<file path="src/design/psu_current_limit_regulator_core_macros.svh">
// ----------------------------------------------------------------------------
// Assertion macros for the current limit regulator core
// Concurrent checks that compile away when SYNTHESIS is defined.
// ----------------------------------------------------------------------------
`ifndef PSU_CURRENT_LIMIT_REGULATOR_CORE_MACROS_SVH
`define PSU_CURRENT_LIMIT_REGULATOR_CORE_MACROS_SVH

`ifndef SYNTHESIS
// same-cycle implication
`define PCLR_ASSERT_IMP(lbl, clk, rst_n, ante, cons, msg) \
    lbl: assert property (@(posedge clk) disable iff (!rst_n) (ante) |-> (cons)) \
        else $error(msg);
// next-cycle implication
`define PCLR_ASSERT_NXT(lbl, clk, rst_n, ante, cons, msg) \
    lbl: assert property (@(posedge clk) disable iff (!rst_n) (ante) |=> (cons)) \
        else $error(msg);
`else
`define PCLR_ASSERT_IMP(lbl, clk, rst_n, ante, cons, msg)
`define PCLR_ASSERT_NXT(lbl, clk, rst_n, ante, cons, msg)
`endif

`endif

</file>
<file path="src/design/pclr_pkg.sv">
`timescale 1ns / 1ps
// ----------------------------------------------------------------------------
// pclr_pkg
// Shared constants, codes and types of the current limit regulator core.
// ----------------------------------------------------------------------------
package pclr_pkg;

    // default parameter values
    localparam int ADC_BITS_DEFAULT       = 10;
    localparam int COEF_FRAC_BITS_DEFAULT = 16;

    // fixed field widths
    localparam int COEF_W     = 32;
    localparam int CFG_IDX_W  = 4;
    localparam int CFG_DATA_W = 32;
    localparam int LIMIT_W    = 16;
    localparam int DAC_W      = 8;
    localparam int EVENT_W    = 2;
    localparam int MV_W       = 16;
    localparam int MA_W       = 15;

    // register indexes
    localparam logic [CFG_IDX_W-1:0] REG_CURRENT_LIMIT = 4'd0;
    localparam logic [CFG_IDX_W-1:0] REG_TARGET_DAC    = 4'd1;
    localparam logic [CFG_IDX_W-1:0] REG_VOLT_OFFSET   = 4'd2;
    localparam logic [CFG_IDX_W-1:0] REG_VOLT_SLOPE    = 4'd3;
    localparam logic [CFG_IDX_W-1:0] REG_IOFF_OFFSET   = 4'd4;
    localparam logic [CFG_IDX_W-1:0] REG_IOFF_SLOPE    = 4'd5;
    localparam logic [CFG_IDX_W-1:0] REG_AMP_OFFSET    = 4'd6;
    localparam logic [CFG_IDX_W-1:0] REG_AMP_SLOPE     = 4'd7;

    // register reset values
    localparam logic [LIMIT_W-1:0] CURRENT_LIMIT_RESET = 16'd500;
    localparam logic [DAC_W-1:0]   TARGET_DAC_RESET    = 8'd0;

    // limit event codes
    localparam logic [EVENT_W-1:0] EV_NONE  = 2'd0;
    localparam logic [EVENT_W-1:0] EV_ENTER = 2'd1;
    localparam logic [EVENT_W-1:0] EV_LEAVE = 2'd2;

    // top of the DAC ramp
    localparam logic [DAC_W-1:0] RAMP_TOP = 8'd255;

    // saturation limits
    localparam logic [MV_W-1:0] MV_MAX = 16'hFFFF;
    localparam logic [MA_W-1:0] MA_MAX = 15'h7FFF;

    // coefficient pair select for the shared multiply-add
    typedef logic [1:0] t_sel;
    localparam t_sel SEL_VOLT = 2'd0;
    localparam t_sel SEL_IOFF = 2'd1;
    localparam t_sel SEL_AMP  = 2'd2;

    // configuration register file contents
    typedef struct packed {
        logic        [LIMIT_W-1:0] current_limit_ma;
        logic        [DAC_W-1:0]   target_dac_code;
        logic signed [COEF_W-1:0]  volt_offset;
        logic signed [COEF_W-1:0]  volt_slope;
        logic signed [COEF_W-1:0]  ioff_offset;
        logic signed [COEF_W-1:0]  ioff_slope;
        logic signed [COEF_W-1:0]  amp_offset;
        logic signed [COEF_W-1:0]  amp_slope;
    } t_cfg;

    // controller to datapath commands
    typedef struct packed {
        logic load_in;   // capture input item
        logic mul_en;    // load product register
        t_sel mul_sel;   // slope and operand for the multiplier
        t_sel acc_sel;   // offset added to the product register
        logic cap_mv;    // store saturated millivolts
        logic cap_diff;  // store net current count
        logic load_out;  // update limiter and load output register
    } t_cmd;

endpackage

</file>
<file path="src/design/pclr_sample_if.sv">
`timescale 1ns / 1ps
// ----------------------------------------------------------------------------
// pclr_sample_if
// Input channel: one voltage and one current ADC sample per item.
// ----------------------------------------------------------------------------
interface pclr_sample_if #(
    parameter int ADC_BITS = pclr_pkg::ADC_BITS_DEFAULT
);
    logic                valid;
    logic                ready;
    logic [ADC_BITS-1:0] voltage_sample;
    logic [ADC_BITS-1:0] current_sample;

    modport source (output valid, output voltage_sample, output current_sample, input ready);
    modport sink   (input valid, input voltage_sample, input current_sample, output ready);
endinterface

</file>
<file path="src/design/pclr_result_if.sv">
`timescale 1ns / 1ps
// ----------------------------------------------------------------------------
// pclr_result_if
// Output channel: DAC code, limiter status and calibrated readings.
// ----------------------------------------------------------------------------
interface pclr_result_if;
    logic                           valid;
    logic                           ready;
    logic [pclr_pkg::DAC_W-1:0]     dac_code;
    logic                           limiting;
    logic [pclr_pkg::EVENT_W-1:0]   limit_event;
    logic [pclr_pkg::MV_W-1:0]      millivolts;
    logic [pclr_pkg::MA_W-1:0]      milliamps;

    modport source (output valid, output dac_code, output limiting, output limit_event,
                    output millivolts, output milliamps, input ready);
    modport sink   (input valid, input dac_code, input limiting, input limit_event,
                    input millivolts, input milliamps, output ready);
endinterface

</file>
<file path="src/design/pclr_cfg_if.sv">
`timescale 1ns / 1ps
// ----------------------------------------------------------------------------
// pclr_cfg_if
// Configuration write channel: register index and write data.
// ----------------------------------------------------------------------------
interface pclr_cfg_if;
    logic                            valid;
    logic                            ready;
    logic [pclr_pkg::CFG_IDX_W-1:0]  index;
    logic [pclr_pkg::CFG_DATA_W-1:0] data;

    modport source (output valid, output index, output data, input ready);
    modport sink   (input valid, input index, input data, output ready);
endinterface

</file>
<file path="src/design/pclr_regs.sv">
`timescale 1ns / 1ps
// ----------------------------------------------------------------------------
// pclr_regs
// Configuration register file; writes are registered, unknown indexes drop.
// ----------------------------------------------------------------------------
module pclr_regs (
    input  logic                            i_clk,
    input  logic                            i_rst_n,
    input  logic                            i_wr_valid,
    input  logic [pclr_pkg::CFG_IDX_W-1:0]  i_wr_index,
    input  logic [pclr_pkg::CFG_DATA_W-1:0] i_wr_data,
    output logic                            o_wr_ready,
    output pclr_pkg::t_cfg                  o_cfg
);

    // register contents after reset
    localparam pclr_pkg::t_cfg CFG_RESET = '{
        current_limit_ma: pclr_pkg::CURRENT_LIMIT_RESET,
        target_dac_code:  pclr_pkg::TARGET_DAC_RESET,
        volt_offset:      '0,
        volt_slope:       '0,
        ioff_offset:      '0,
        ioff_slope:       '0,
        amp_offset:       '0,
        amp_slope:        '0
    };

    pclr_pkg::t_cfg r_cfg;
    pclr_pkg::t_cfg n_cfg;

    assign o_wr_ready = 1'b1;
    assign o_cfg      = r_cfg;

    // write decode
    always_comb begin
        n_cfg = r_cfg;
        if (i_wr_valid) begin
            unique case (i_wr_index)
                pclr_pkg::REG_CURRENT_LIMIT:
                    n_cfg.current_limit_ma = i_wr_data[pclr_pkg::LIMIT_W-1:0];
                pclr_pkg::REG_TARGET_DAC:
                    n_cfg.target_dac_code = i_wr_data[pclr_pkg::DAC_W-1:0];
                pclr_pkg::REG_VOLT_OFFSET: n_cfg.volt_offset = $signed(i_wr_data);
                pclr_pkg::REG_VOLT_SLOPE:  n_cfg.volt_slope  = $signed(i_wr_data);
                pclr_pkg::REG_IOFF_OFFSET: n_cfg.ioff_offset = $signed(i_wr_data);
                pclr_pkg::REG_IOFF_SLOPE:  n_cfg.ioff_slope  = $signed(i_wr_data);
                pclr_pkg::REG_AMP_OFFSET:  n_cfg.amp_offset  = $signed(i_wr_data);
                pclr_pkg::REG_AMP_SLOPE:   n_cfg.amp_slope   = $signed(i_wr_data);
                default: ;
            endcase
        end
    end

    always_ff @(posedge i_clk) begin
        if (!i_rst_n) begin
            r_cfg <= CFG_RESET;
        end else begin
            r_cfg <= n_cfg;
        end
    end

endmodule

</file>
<file path="src/design/pclr_ctrl.sv">
`timescale 1ns / 1ps
// ----------------------------------------------------------------------------
// pclr_ctrl
// Sequencer for the shared multiply-add and the output register handshake.
// ----------------------------------------------------------------------------
`include "psu_current_limit_regulator_core_macros.svh"

module pclr_ctrl (
    input  logic           i_clk,
    input  logic           i_rst_n,
    input  logic           i_in_valid,
    output logic           o_in_ready,
    output logic           o_out_valid,
    input  logic           i_out_ready,
    output pclr_pkg::t_cmd o_cmd
);

    localparam logic [2:0] S_IDLE = 3'd0;
    localparam logic [2:0] S_VOLT = 3'd1;  // voltage product
    localparam logic [2:0] S_IOFF = 3'd2;  // millivolts, offset product
    localparam logic [2:0] S_DIFF = 3'd3;  // net current count
    localparam logic [2:0] S_MULA = 3'd4;  // current product
    localparam logic [2:0] S_DONE = 3'd5;  // limiter, output load

    logic [2:0] r_state;
    logic [2:0] n_state;
    logic       r_out_valid;
    logic       n_out_valid;
    logic       out_free;

    assign out_free    = !r_out_valid || i_out_ready;
    assign o_in_ready  = (r_state == S_IDLE);
    assign o_out_valid = r_out_valid;

    // next state and commands
    always_comb begin
        n_state        = r_state;
        o_cmd          = '0;
        o_cmd.mul_sel  = pclr_pkg::SEL_VOLT;
        o_cmd.acc_sel  = pclr_pkg::SEL_VOLT;
        unique case (r_state)
            S_IDLE: begin
                if (i_in_valid) begin
                    o_cmd.load_in = 1'b1;
                    n_state       = S_VOLT;
                end
            end
            S_VOLT: begin
                o_cmd.mul_en  = 1'b1;
                o_cmd.mul_sel = pclr_pkg::SEL_VOLT;
                n_state       = S_IOFF;
            end
            S_IOFF: begin
                o_cmd.mul_en  = 1'b1;
                o_cmd.mul_sel = pclr_pkg::SEL_IOFF;
                o_cmd.acc_sel = pclr_pkg::SEL_VOLT;
                o_cmd.cap_mv  = 1'b1;
                n_state       = S_DIFF;
            end
            S_DIFF: begin
                o_cmd.acc_sel  = pclr_pkg::SEL_IOFF;
                o_cmd.cap_diff = 1'b1;
                n_state        = S_MULA;
            end
            S_MULA: begin
                o_cmd.mul_en  = 1'b1;
                o_cmd.mul_sel = pclr_pkg::SEL_AMP;
                n_state       = S_DONE;
            end
            S_DONE: begin
                o_cmd.acc_sel = pclr_pkg::SEL_AMP;
                if (out_free) begin
                    o_cmd.load_out = 1'b1;
                    n_state        = S_IDLE;
                end
            end
            default: n_state = S_IDLE;
        endcase
    end

    // output valid flag
    always_comb begin
        n_out_valid = r_out_valid;
        if (o_cmd.load_out) begin
            n_out_valid = 1'b1;
        end else if (i_out_ready) begin
            n_out_valid = 1'b0;
        end
    end

    always_ff @(posedge i_clk) begin
        if (!i_rst_n) begin
            r_state     <= S_IDLE;
            r_out_valid <= 1'b0;
        end else begin
            r_state     <= n_state;
            r_out_valid <= n_out_valid;
        end
    end

    // a finished result never overwrites one that is still waiting
    `PCLR_ASSERT_IMP(a_no_overwrite, i_clk, i_rst_n, o_cmd.load_out, !r_out_valid || i_out_ready, "result overwritten")
    // loading the output returns the sequencer to idle
    `PCLR_ASSERT_NXT(a_done_idle, i_clk, i_rst_n, o_cmd.load_out, r_state == S_IDLE && r_out_valid, "no idle after load")
    // an accepted item always starts the multiply sequence
    `PCLR_ASSERT_NXT(a_start_seq, i_clk, i_rst_n, i_in_valid && o_in_ready, r_state == S_VOLT, "sequence not started")

endmodule

</file>
<file path="src/design/pclr_datapath.sv">
`timescale 1ns / 1ps
// ----------------------------------------------------------------------------
// pclr_datapath
// Shared multiply-add with truncation toward zero, saturation and the limiter.
// ----------------------------------------------------------------------------
module pclr_datapath #(
    parameter int ADC_BITS       = pclr_pkg::ADC_BITS_DEFAULT,
    parameter int COEF_FRAC_BITS = pclr_pkg::COEF_FRAC_BITS_DEFAULT
) (
    input  logic                          i_clk,
    input  logic                          i_rst_n,
    input  pclr_pkg::t_cmd                i_cmd,
    input  pclr_pkg::t_cfg                i_cfg,
    input  logic [ADC_BITS-1:0]           i_voltage_sample,
    input  logic [ADC_BITS-1:0]           i_current_sample,
    output logic [pclr_pkg::DAC_W-1:0]    o_dac_code,
    output logic                          o_limiting,
    output logic [pclr_pkg::EVENT_W-1:0]  o_limit_event,
    output logic [pclr_pkg::MV_W-1:0]     o_millivolts,
    output logic [pclr_pkg::MA_W-1:0]     o_milliamps
);

    localparam int COEF_W = pclr_pkg::COEF_W;
    localparam int ACC_W  = ADC_BITS + COEF_W + 2;     // offset + sample * slope
    localparam int IOFF_W = ACC_W - COEF_FRAC_BITS;    // integer offset count
    localparam int DIFF_W = IOFF_W + 1;                // sample minus offset
    localparam int P_W    = DIFF_W + COEF_W;           // product
    localparam int SUM_W  = P_W + 1;                   // offset + product

    localparam logic signed [SUM_W-1:0] RND_BIAS =
        SUM_W'((64'd1 << COEF_FRAC_BITS) - 64'd1);
    localparam logic signed [SUM_W-1:0] MV_LIM = SUM_W'(pclr_pkg::MV_MAX);
    localparam logic signed [SUM_W-1:0] MA_LIM = SUM_W'(pclr_pkg::MA_MAX);

    logic [ADC_BITS-1:0]         r_vs;
    logic [ADC_BITS-1:0]         r_is;
    logic signed [P_W-1:0]       r_prod;
    logic signed [DIFF_W-1:0]    r_diff;
    logic                        r_pos;
    logic [pclr_pkg::MV_W-1:0]   r_mv;

    logic                        r_limit_active;
    logic [pclr_pkg::DAC_W-1:0]  r_ramp_level;
    logic                        n_limit_active;
    logic [pclr_pkg::DAC_W-1:0]  n_ramp_level;
    logic [pclr_pkg::EVENT_W-1:0] n_event;
    logic [pclr_pkg::DAC_W-1:0]  n_dac;

    logic [pclr_pkg::DAC_W-1:0]   r_dac_out;
    logic                         r_lim_out;
    logic [pclr_pkg::EVENT_W-1:0] r_ev_out;
    logic [pclr_pkg::MV_W-1:0]    r_mv_out;
    logic [pclr_pkg::MA_W-1:0]    r_ma_out;

    logic signed [DIFF_W-1:0]    mul_x;
    logic signed [COEF_W-1:0]    mul_b;
    logic signed [P_W-1:0]       mul_p;
    logic signed [COEF_W-1:0]    acc_a;
    logic signed [SUM_W-1:0]     acc_sum;
    logic signed [SUM_W-1:0]     acc_bias;
    logic signed [SUM_W-1:0]     acc_tq;
    logic signed [SUM_W-1:0]     is_ext;
    logic signed [SUM_W-1:0]     diff_full;
    logic [pclr_pkg::MV_W-1:0]   mv_sat;
    logic [pclr_pkg::MA_W-1:0]   ma_val;
    logic                        below;

    // multiplier operand select
    always_comb begin
        case (i_cmd.mul_sel)
            pclr_pkg::SEL_VOLT: begin
                mul_x = $signed(DIFF_W'(r_vs));
                mul_b = i_cfg.volt_slope;
            end
            pclr_pkg::SEL_IOFF: begin
                mul_x = $signed(DIFF_W'(r_vs));
                mul_b = i_cfg.ioff_slope;
            end
            default: begin
                mul_x = r_diff;
                mul_b = i_cfg.amp_slope;
            end
        endcase
    end

    assign mul_p = mul_x * mul_b;

    // offset select
    always_comb begin
        case (i_cmd.acc_sel)
            pclr_pkg::SEL_VOLT: acc_a = i_cfg.volt_offset;
            pclr_pkg::SEL_IOFF: acc_a = i_cfg.ioff_offset;
            default:            acc_a = i_cfg.amp_offset;
        endcase
    end

    // add, then drop the fraction rounding toward zero
    assign acc_sum  = SUM_W'(acc_a) + SUM_W'(r_prod);
    assign acc_bias = acc_sum[SUM_W-1] ? (acc_sum + RND_BIAS) : acc_sum;
    assign acc_tq   = acc_bias >>> COEF_FRAC_BITS;

    // millivolt saturation
    always_comb begin
        if (acc_tq[SUM_W-1]) begin
            mv_sat = '0;
        end else if (acc_tq > MV_LIM) begin
            mv_sat = pclr_pkg::MV_MAX;
        end else begin
            mv_sat = acc_tq[pclr_pkg::MV_W-1:0];
        end
    end

    // net current count
    assign is_ext    = $signed(SUM_W'(r_is));
    assign diff_full = is_ext - acc_tq;

    // milliamps; zero when the sample is at or below the offset
    always_comb begin
        if (!r_pos || acc_tq[SUM_W-1]) begin
            ma_val = '0;
        end else if (acc_tq > MA_LIM) begin
            ma_val = pclr_pkg::MA_MAX;
        end else begin
            ma_val = acc_tq[pclr_pkg::MA_W-1:0];
        end
    end

    assign below = {1'b0, ma_val} < i_cfg.current_limit_ma;

    // limiter ramp
    always_comb begin
        n_limit_active = r_limit_active;
        n_ramp_level   = r_ramp_level;
        n_event        = pclr_pkg::EV_NONE;
        if (below) begin
            if (r_limit_active && (r_ramp_level != pclr_pkg::RAMP_TOP)) begin
                n_ramp_level = r_ramp_level + 1'b1;
                if (n_ramp_level >= i_cfg.target_dac_code) begin
                    n_limit_active = 1'b0;
                    n_event        = pclr_pkg::EV_LEAVE;
                end
            end
        end else begin
            if (!r_limit_active) begin
                n_limit_active = 1'b1;
                n_ramp_level   = i_cfg.target_dac_code;
                n_event        = pclr_pkg::EV_ENTER;
            end
            if (n_ramp_level != '0) begin
                n_ramp_level = n_ramp_level - 1'b1;
            end
        end
        n_dac = n_limit_active ? n_ramp_level : i_cfg.target_dac_code;
    end

    // datapath registers
    always_ff @(posedge i_clk) begin
        if (i_cmd.load_in) begin
            r_vs <= i_voltage_sample;
            r_is <= i_current_sample;
        end
        if (i_cmd.mul_en) begin
            r_prod <= mul_p;
        end
        if (i_cmd.cap_mv) begin
            r_mv <= mv_sat;
        end
        if (i_cmd.cap_diff) begin
            r_diff <= diff_full[DIFF_W-1:0];
            r_pos  <= !diff_full[SUM_W-1] && (diff_full != '0);
        end
        if (i_cmd.load_out) begin
            r_dac_out <= n_dac;
            r_lim_out <= n_limit_active;
            r_ev_out  <= n_event;
            r_mv_out  <= r_mv;
            r_ma_out  <= ma_val;
        end
    end

    // limiter state
    always_ff @(posedge i_clk) begin
        if (!i_rst_n) begin
            r_limit_active <= 1'b0;
            r_ramp_level   <= '0;
        end else if (i_cmd.load_out) begin
            r_limit_active <= n_limit_active;
            r_ramp_level   <= n_ramp_level;
        end
    end

    assign o_dac_code    = r_dac_out;
    assign o_limiting    = r_lim_out;
    assign o_limit_event = r_ev_out;
    assign o_millivolts  = r_mv_out;
    assign o_milliamps   = r_ma_out;

endmodule

</file>
<file path="src/design/psu_current_limit_regulator_core.sv">
`timescale 1ns / 1ps
// ----------------------------------------------------------------------------
// psu_current_limit_regulator_core
// Calibrates voltage and current samples and ramps the DAC code in limiting.
// ----------------------------------------------------------------------------
//  channel   | dir | payload                                          | handshake
//  ----------+-----+--------------------------------------------------+----------
//  i_sample  | in  | voltage_sample, current_sample                   | valid/ready
//  o_result  | out | dac_code, limiting, limit_event, mv, ma          | valid/ready
//  i_cfg     | in  | index, data                                      | valid/ready
//
//  One item at a time: a shared multiplier runs three dependent
//  multiply-adds (voltage, current offset, current) with an extra step for
//  the offset subtraction; the result sits in an output register.
//  The next item is taken while a result waits; the last step holds while
//  the output register is still full. Config writes are always accepted and registered.
//  Reset (synchronous, active low) clears limiting state, sequencer state and config registers.
// ----------------------------------------------------------------------------
module psu_current_limit_regulator_core #(
    parameter int ADC_BITS       = pclr_pkg::ADC_BITS_DEFAULT,
    parameter int COEF_FRAC_BITS = pclr_pkg::COEF_FRAC_BITS_DEFAULT
) (
    input  logic          i_clk,
    input  logic          i_rst_n,
    pclr_sample_if.sink   i_sample,
    pclr_result_if.source o_result,
    pclr_cfg_if.sink      i_cfg
);

    pclr_pkg::t_cfg cfg;
    pclr_pkg::t_cmd cmd;

    // configuration registers
    pclr_regs u_regs (
        .i_clk      (i_clk),
        .i_rst_n    (i_rst_n),
        .i_wr_valid (i_cfg.valid),
        .i_wr_index (i_cfg.index),
        .i_wr_data  (i_cfg.data),
        .o_wr_ready (i_cfg.ready),
        .o_cfg      (cfg)
    );

    // sequencer
    pclr_ctrl u_ctrl (
        .i_clk       (i_clk),
        .i_rst_n     (i_rst_n),
        .i_in_valid  (i_sample.valid),
        .o_in_ready  (i_sample.ready),
        .o_out_valid (o_result.valid),
        .i_out_ready (o_result.ready),
        .o_cmd       (cmd)
    );

    // arithmetic and limiter
    pclr_datapath #(
        .ADC_BITS       (ADC_BITS),
        .COEF_FRAC_BITS (COEF_FRAC_BITS)
    ) u_datapath (
        .i_clk            (i_clk),
        .i_rst_n          (i_rst_n),
        .i_cmd            (cmd),
        .i_cfg            (cfg),
        .i_voltage_sample (i_sample.voltage_sample),
        .i_current_sample (i_sample.current_sample),
        .o_dac_code       (o_result.dac_code),
        .o_limiting       (o_result.limiting),
        .o_limit_event    (o_result.limit_event),
        .o_millivolts     (o_result.millivolts),
        .o_milliamps      (o_result.milliamps)
    );

endmodule

</file>
<file path="src/flat_wrapper.sv">
// flat-port wrapper written by rule: the top's interface ports become plain ports
module psu_current_limit_regulator_core_flat 
#(
    parameter int ADC_BITS       = pclr_pkg::ADC_BITS_DEFAULT,
    parameter int COEF_FRAC_BITS = pclr_pkg::COEF_FRAC_BITS_DEFAULT
)
  (i_clk, i_rst_n, i_sample_valid, i_sample_voltage_sample, i_sample_current_sample, i_sample_ready, o_result_valid, o_result_dac_code, o_result_limiting, o_result_limit_event, o_result_millivolts, o_result_milliamps, o_result_ready, i_cfg_valid, i_cfg_index, i_cfg_data, i_cfg_ready);
  pclr_sample_if #(.ADC_BITS(ADC_BITS)) i_sample_i ();
  pclr_result_if o_result_i ();
  pclr_cfg_if i_cfg_i ();
  input  logic i_clk;
  input  logic i_rst_n;
  input wire logic [$bits(i_sample_i.valid)-1:0] i_sample_valid;
  input wire logic [$bits(i_sample_i.voltage_sample)-1:0] i_sample_voltage_sample;
  input wire logic [$bits(i_sample_i.current_sample)-1:0] i_sample_current_sample;
  output wire logic [$bits(i_sample_i.ready)-1:0] i_sample_ready;
  output wire logic [$bits(o_result_i.valid)-1:0] o_result_valid;
  output wire logic [$bits(o_result_i.dac_code)-1:0] o_result_dac_code;
  output wire logic [$bits(o_result_i.limiting)-1:0] o_result_limiting;
  output wire logic [$bits(o_result_i.limit_event)-1:0] o_result_limit_event;
  output wire logic [$bits(o_result_i.millivolts)-1:0] o_result_millivolts;
  output wire logic [$bits(o_result_i.milliamps)-1:0] o_result_milliamps;
  input wire logic [$bits(o_result_i.ready)-1:0] o_result_ready;
  input wire logic [$bits(i_cfg_i.valid)-1:0] i_cfg_valid;
  input wire logic [$bits(i_cfg_i.index)-1:0] i_cfg_index;
  input wire logic [$bits(i_cfg_i.data)-1:0] i_cfg_data;
  output wire logic [$bits(i_cfg_i.ready)-1:0] i_cfg_ready;
  assign i_sample_i.valid = i_sample_valid;
  assign i_sample_i.voltage_sample = i_sample_voltage_sample;
  assign i_sample_i.current_sample = i_sample_current_sample;
  assign i_sample_ready = i_sample_i.ready;
  assign o_result_valid = o_result_i.valid;
  assign o_result_dac_code = o_result_i.dac_code;
  assign o_result_limiting = o_result_i.limiting;
  assign o_result_limit_event = o_result_i.limit_event;
  assign o_result_millivolts = o_result_i.millivolts;
  assign o_result_milliamps = o_result_i.milliamps;
  assign o_result_i.ready = o_result_ready;
  assign i_cfg_i.valid = i_cfg_valid;
  assign i_cfg_i.index = i_cfg_index;
  assign i_cfg_i.data = i_cfg_data;
  assign i_cfg_ready = i_cfg_i.ready;
  psu_current_limit_regulator_core #(.ADC_BITS(ADC_BITS), .COEF_FRAC_BITS(COEF_FRAC_BITS)) u_core (.i_clk(i_clk), .i_rst_n(i_rst_n), .i_sample(i_sample_i), .o_result(o_result_i), .i_cfg(i_cfg_i));
endmodule
</file>
<file path="config.mk">
export PLATFORM = sky130hd
export DESIGN_NAME = psu_current_limit_regulator_core_flat
export DESIGN_NICKNAME = d
export VERILOG_FILES = /design/src/design/pclr_pkg.sv /design/src/design/pclr_sample_if.sv /design/src/design/pclr_result_if.sv /design/src/design/pclr_cfg_if.sv /design/src/design/pclr_regs.sv /design/src/design/pclr_ctrl.sv /design/src/design/pclr_datapath.sv /design/src/design/psu_current_limit_regulator_core.sv /design/src/flat_wrapper.sv
export VERILOG_INCLUDE_DIRS = /design/src /design/src/design
export SDC_FILE = /design/constraint.sdc
export NUM_CORES = 2
export LEC_CHECK = 0
export BUFFER_PORTS_ARGS = -buffer_cell sky130_fd_sc_hd__clkbuf_2
export CAP_MARGIN = 30
export CORE_MARGIN = 4
export CORE_UTILIZATION = 45
export CTS_BUF_LIST = sky130_fd_sc_hd__clkbuf_16
export DETAILED_ROUTE_END_ITERATION = 10
export PLACE_DENSITY = 0.59
export SYNTH_ARGS = -nofsm -noshare
export SYNTH_HDL_FRONTEND = slang
export SYNTH_SLANG_ARGS = --single-unit
</file>
<file path="constraint.sdc">
create_clock -name i_clk -period 13.4 [get_ports i_clk]
set_input_delay 0.67 -clock i_clk [delete_from_list [all_inputs] [get_ports i_clk]]
set_output_delay 0.67 -clock i_clk [all_outputs]
set_load 0.02 [all_outputs]
</file>
==> metrics <==
sequential power share around 18%; dpl cell area around 58000 sq um; post-route cell area 59300 sq um; CTS-repair resized insts 0; GRT Total Usage between 20% and 30%; Avg Vias per Cell 5.60; post-synth top area cell fa_1; Post-CTS Setup Inserts 0; CTS Buffer Depth 3; Critical-path top delay cell dfxtp_1; worst skew pair latency between 600 and 700 ps; final period utilization around nine tenths; initial antenna violation count 7; Pwr Total 9.20 mW; Crit. End Element flip-flop; Synth Instances 6237; drt drc 0; leakage between 20 and 30 nW; Post-synth EDFFs approximately 170; placed cells between 7000 and 8000; internal power roughly 4.6 mW; CTS tree done; Gate power share 66.6%; Port Buffers between 100 and 150; Synth Cell Area 55100 sq um; initial DRC count a little over 4000; switch share 50.5%; Max IR drop VDD approximately 130 uV; Ports 106; CTS Buf Count 47; share of post-route cells with drive strength above 1 6.33%; wire per inst about 24 um; Rows 128; most numerous cell in the Yosys netlist nand2_1; sequential cell area fraction in the yosys report around 18%; post-DP HPWL 150000 um; Core ar. ~120000 sq um; Top cell by count, worst path fa_1; Hold Path Class primary input to flip-flop; Initial Utilization a little under half; CTS Hold Bufs 0; Clock Sinks ~400; Final TNS setup 0 ps; Clock power frac 15.2%; YS warnings 0; ys async rst share 0%; largest cells by area after synthesis fa_1 36%, edfxtp_1 9.2%, nand2_1 8.6%; status finished, final reports clean; grt total ovfl 0; Layout Nets between 7000 and 8000; Clk pin slew, worst setup/hold paths about 60 ps; syn nets about 7600; Worst Clk Skew around 54 ps; max-cap violation count 0; CTS H-tree lvls 2; CP peak stage delay 840 ps; drt first pass iters 6; vias in the first global route 45178; Area Overhead vs Synth 7.61%; critical path type flip-flop to flip-flop; Slew @ Worst Pin around 1100 ps; final hold violations 0; flops & latches, synth just under 400; Cell Pwr Density about 160 nW/um^2; synth cell count leaders 1263 x nand2_1, 987 x inv_1, 984 x fa_1; Switch Pwr around 4.6 mW; post-route insts no fill slightly below 8000; width of the die ~360 um; Critical Path Fanout Max 27; die area ~130000 sq um; Chip Height 358 um; Vias between 40000 and 50000; GP Congestion 0.980; Final min period approximately 12000 ps; Fmax 84.7 MHz; unrepaired setup endpoints after global routing no; DRT Wirelength 188000 um; Slew Limit Headroom 27.8%; Worst setup SP type flip-flop; dominant synthesized flop cell dfxtp_1; syn_area_per_cell slightly below 9 sq um; largest net degree at the start of global routing between 100 and 150; final setup violating endpoints 0; Root Driver clkbuf_16; Util after Layout about half; max-slew violation count 0; antenna viol nets, final 0; area share of the largest cell type after synthesis 35.8%; first-pass GRT wire length 285000 um; Worst EP required 13760 ps; Arr. time, crit path 12160 ps; Yosys cell types 106
layout by cell type, fill, tap and decap left out, types with 75 or more instances in the layout:
| cell type | instances |
|---|---|
| nand2_1 | 1261 |
| inv_1 | 996 |
| fa_1 | 983 |
| nor2_1 | 455 |
| ha_1 | 273 |
| dfxtp_1 | 229 |
| a21boi_0 | 215 |
| a21oi_1 | 182 |
| edfxtp_1 | 169 |
| buf_4 | 127 |
| xnor2_1 | 105 |
| clkbuf_2 | 103 |
| o21ai_0 | 95 |
| nand3_1 | 75 |
critical path: cells and delay by family (launching register included):
kind                       cells  cell delay (ps)
and+or+nand+nor                6             1540
adders and majority gates      9             4260
AOI/OAI and AO/OA             14             3800
DFF                            1              840
xor gates and xnor gates       1               90
buffers and inverters          7              950
final timing paths:
check / from / end / slack [ps] / cells after the start
worst max register to register: u_core.u_ctrl.r_state[2] / u_core.u_datapath.r_prod[58] / 1600 / 37
worst min-delay path: i_sample_voltage_sample[3] / u_core.u_datapath.r_vs[3] / 210 / 1
worst min register to register: u_core.u_datapath.r_mv[4] / u_core.u_datapath.o_millivolts[4] / 420 / 0
worst max-delay path: u_core.u_ctrl.r_state[2] / u_core.u_datapath.r_prod[58] / 1600 / 37
per-layer routing:
layer	global-route usage, %	vias up	wire (um)
met5	0	-	0
met1	40.5	22315	78200
met4	10.7	0	8020
met2	47.3	1853	84900
met3	6.18	343	17000
li1	-	19583	-
state kept, by name (all words and copies together), names as in the netlist:
signal	flops
u_core.u_regs.o_cfg	216
u_core.u_datapath.r_prod	61
u_core.u_datapath.r_diff	29
u_core.u_datapath.o_millivolts	16
u_core.u_datapath.r_mv	16
u_core.u_datapath.o_milliamps	15
u_core.u_datapath.r_is	10
u_core.u_datapath.r_vs	10
u_core.u_datapath.o_dac_code	8
u_core.u_datapath.r_ramp_level	8
u_core.u_ctrl.r_state	3
u_core.u_datapath.o_limit_event	2
u_core.u_ctrl.o_out_valid	1
u_core.u_datapath.o_limiting	1
u_core.u_datapath.r_limit_active	1
u_core.u_datapath.r_pos	1
area by class of cell:
cell class              count  area (sq um)
inverters                 988          3710
repair buffers            238          1600
diodes                      3          7.51
fillers                 11766         62500
clock inverters            39           475
flip-flops and latches    398          9660
clock buffers              48          1200
multi-input cells        4534         40600
well taps                1625          2030
metrics by stage:
step | hold slack (ps) | setup slack (ps)
global placement | 401 | 1870
floorplan | 400 | 3540
CTS | 171 | 1750
finish | 206 | 1600
global route | 180 | 1200
detailed placement | 405 | 1760
power groups by stage:
| stage | clock (mW) | sequential, mW | combinational (mW) |
|---|---|---|---|
| 5_1_grt | 1.47 | 1.68 | 6.75 |
| 2_1_floorplan | 0 | 1.63 | 4.10 |
| 6_report | 1.40 | 1.67 | 6.13 |
| 3_5_place_dp | 0 | 1.69 | 5.99 |
| 3_3_place_gp | 0 | 1.69 | 5.93 |
| 4_1_cts | 1.42 | 1.67 | 6.04 |
cells by family after synthesis:
logic type,Yosys count,share of synthesized area [%]
buffers and inverters,1305,9.00
other,1,0.00681
adders and majority gates,1257,42.0
and+or+nand+nor,2161,16.8
DFF,398,17.5
AOI/OAI and AO/OA,912,11.3
xor gates and xnor gates,167,2.66
muxes,36,0.670
(Power assumes the default switching activity.)
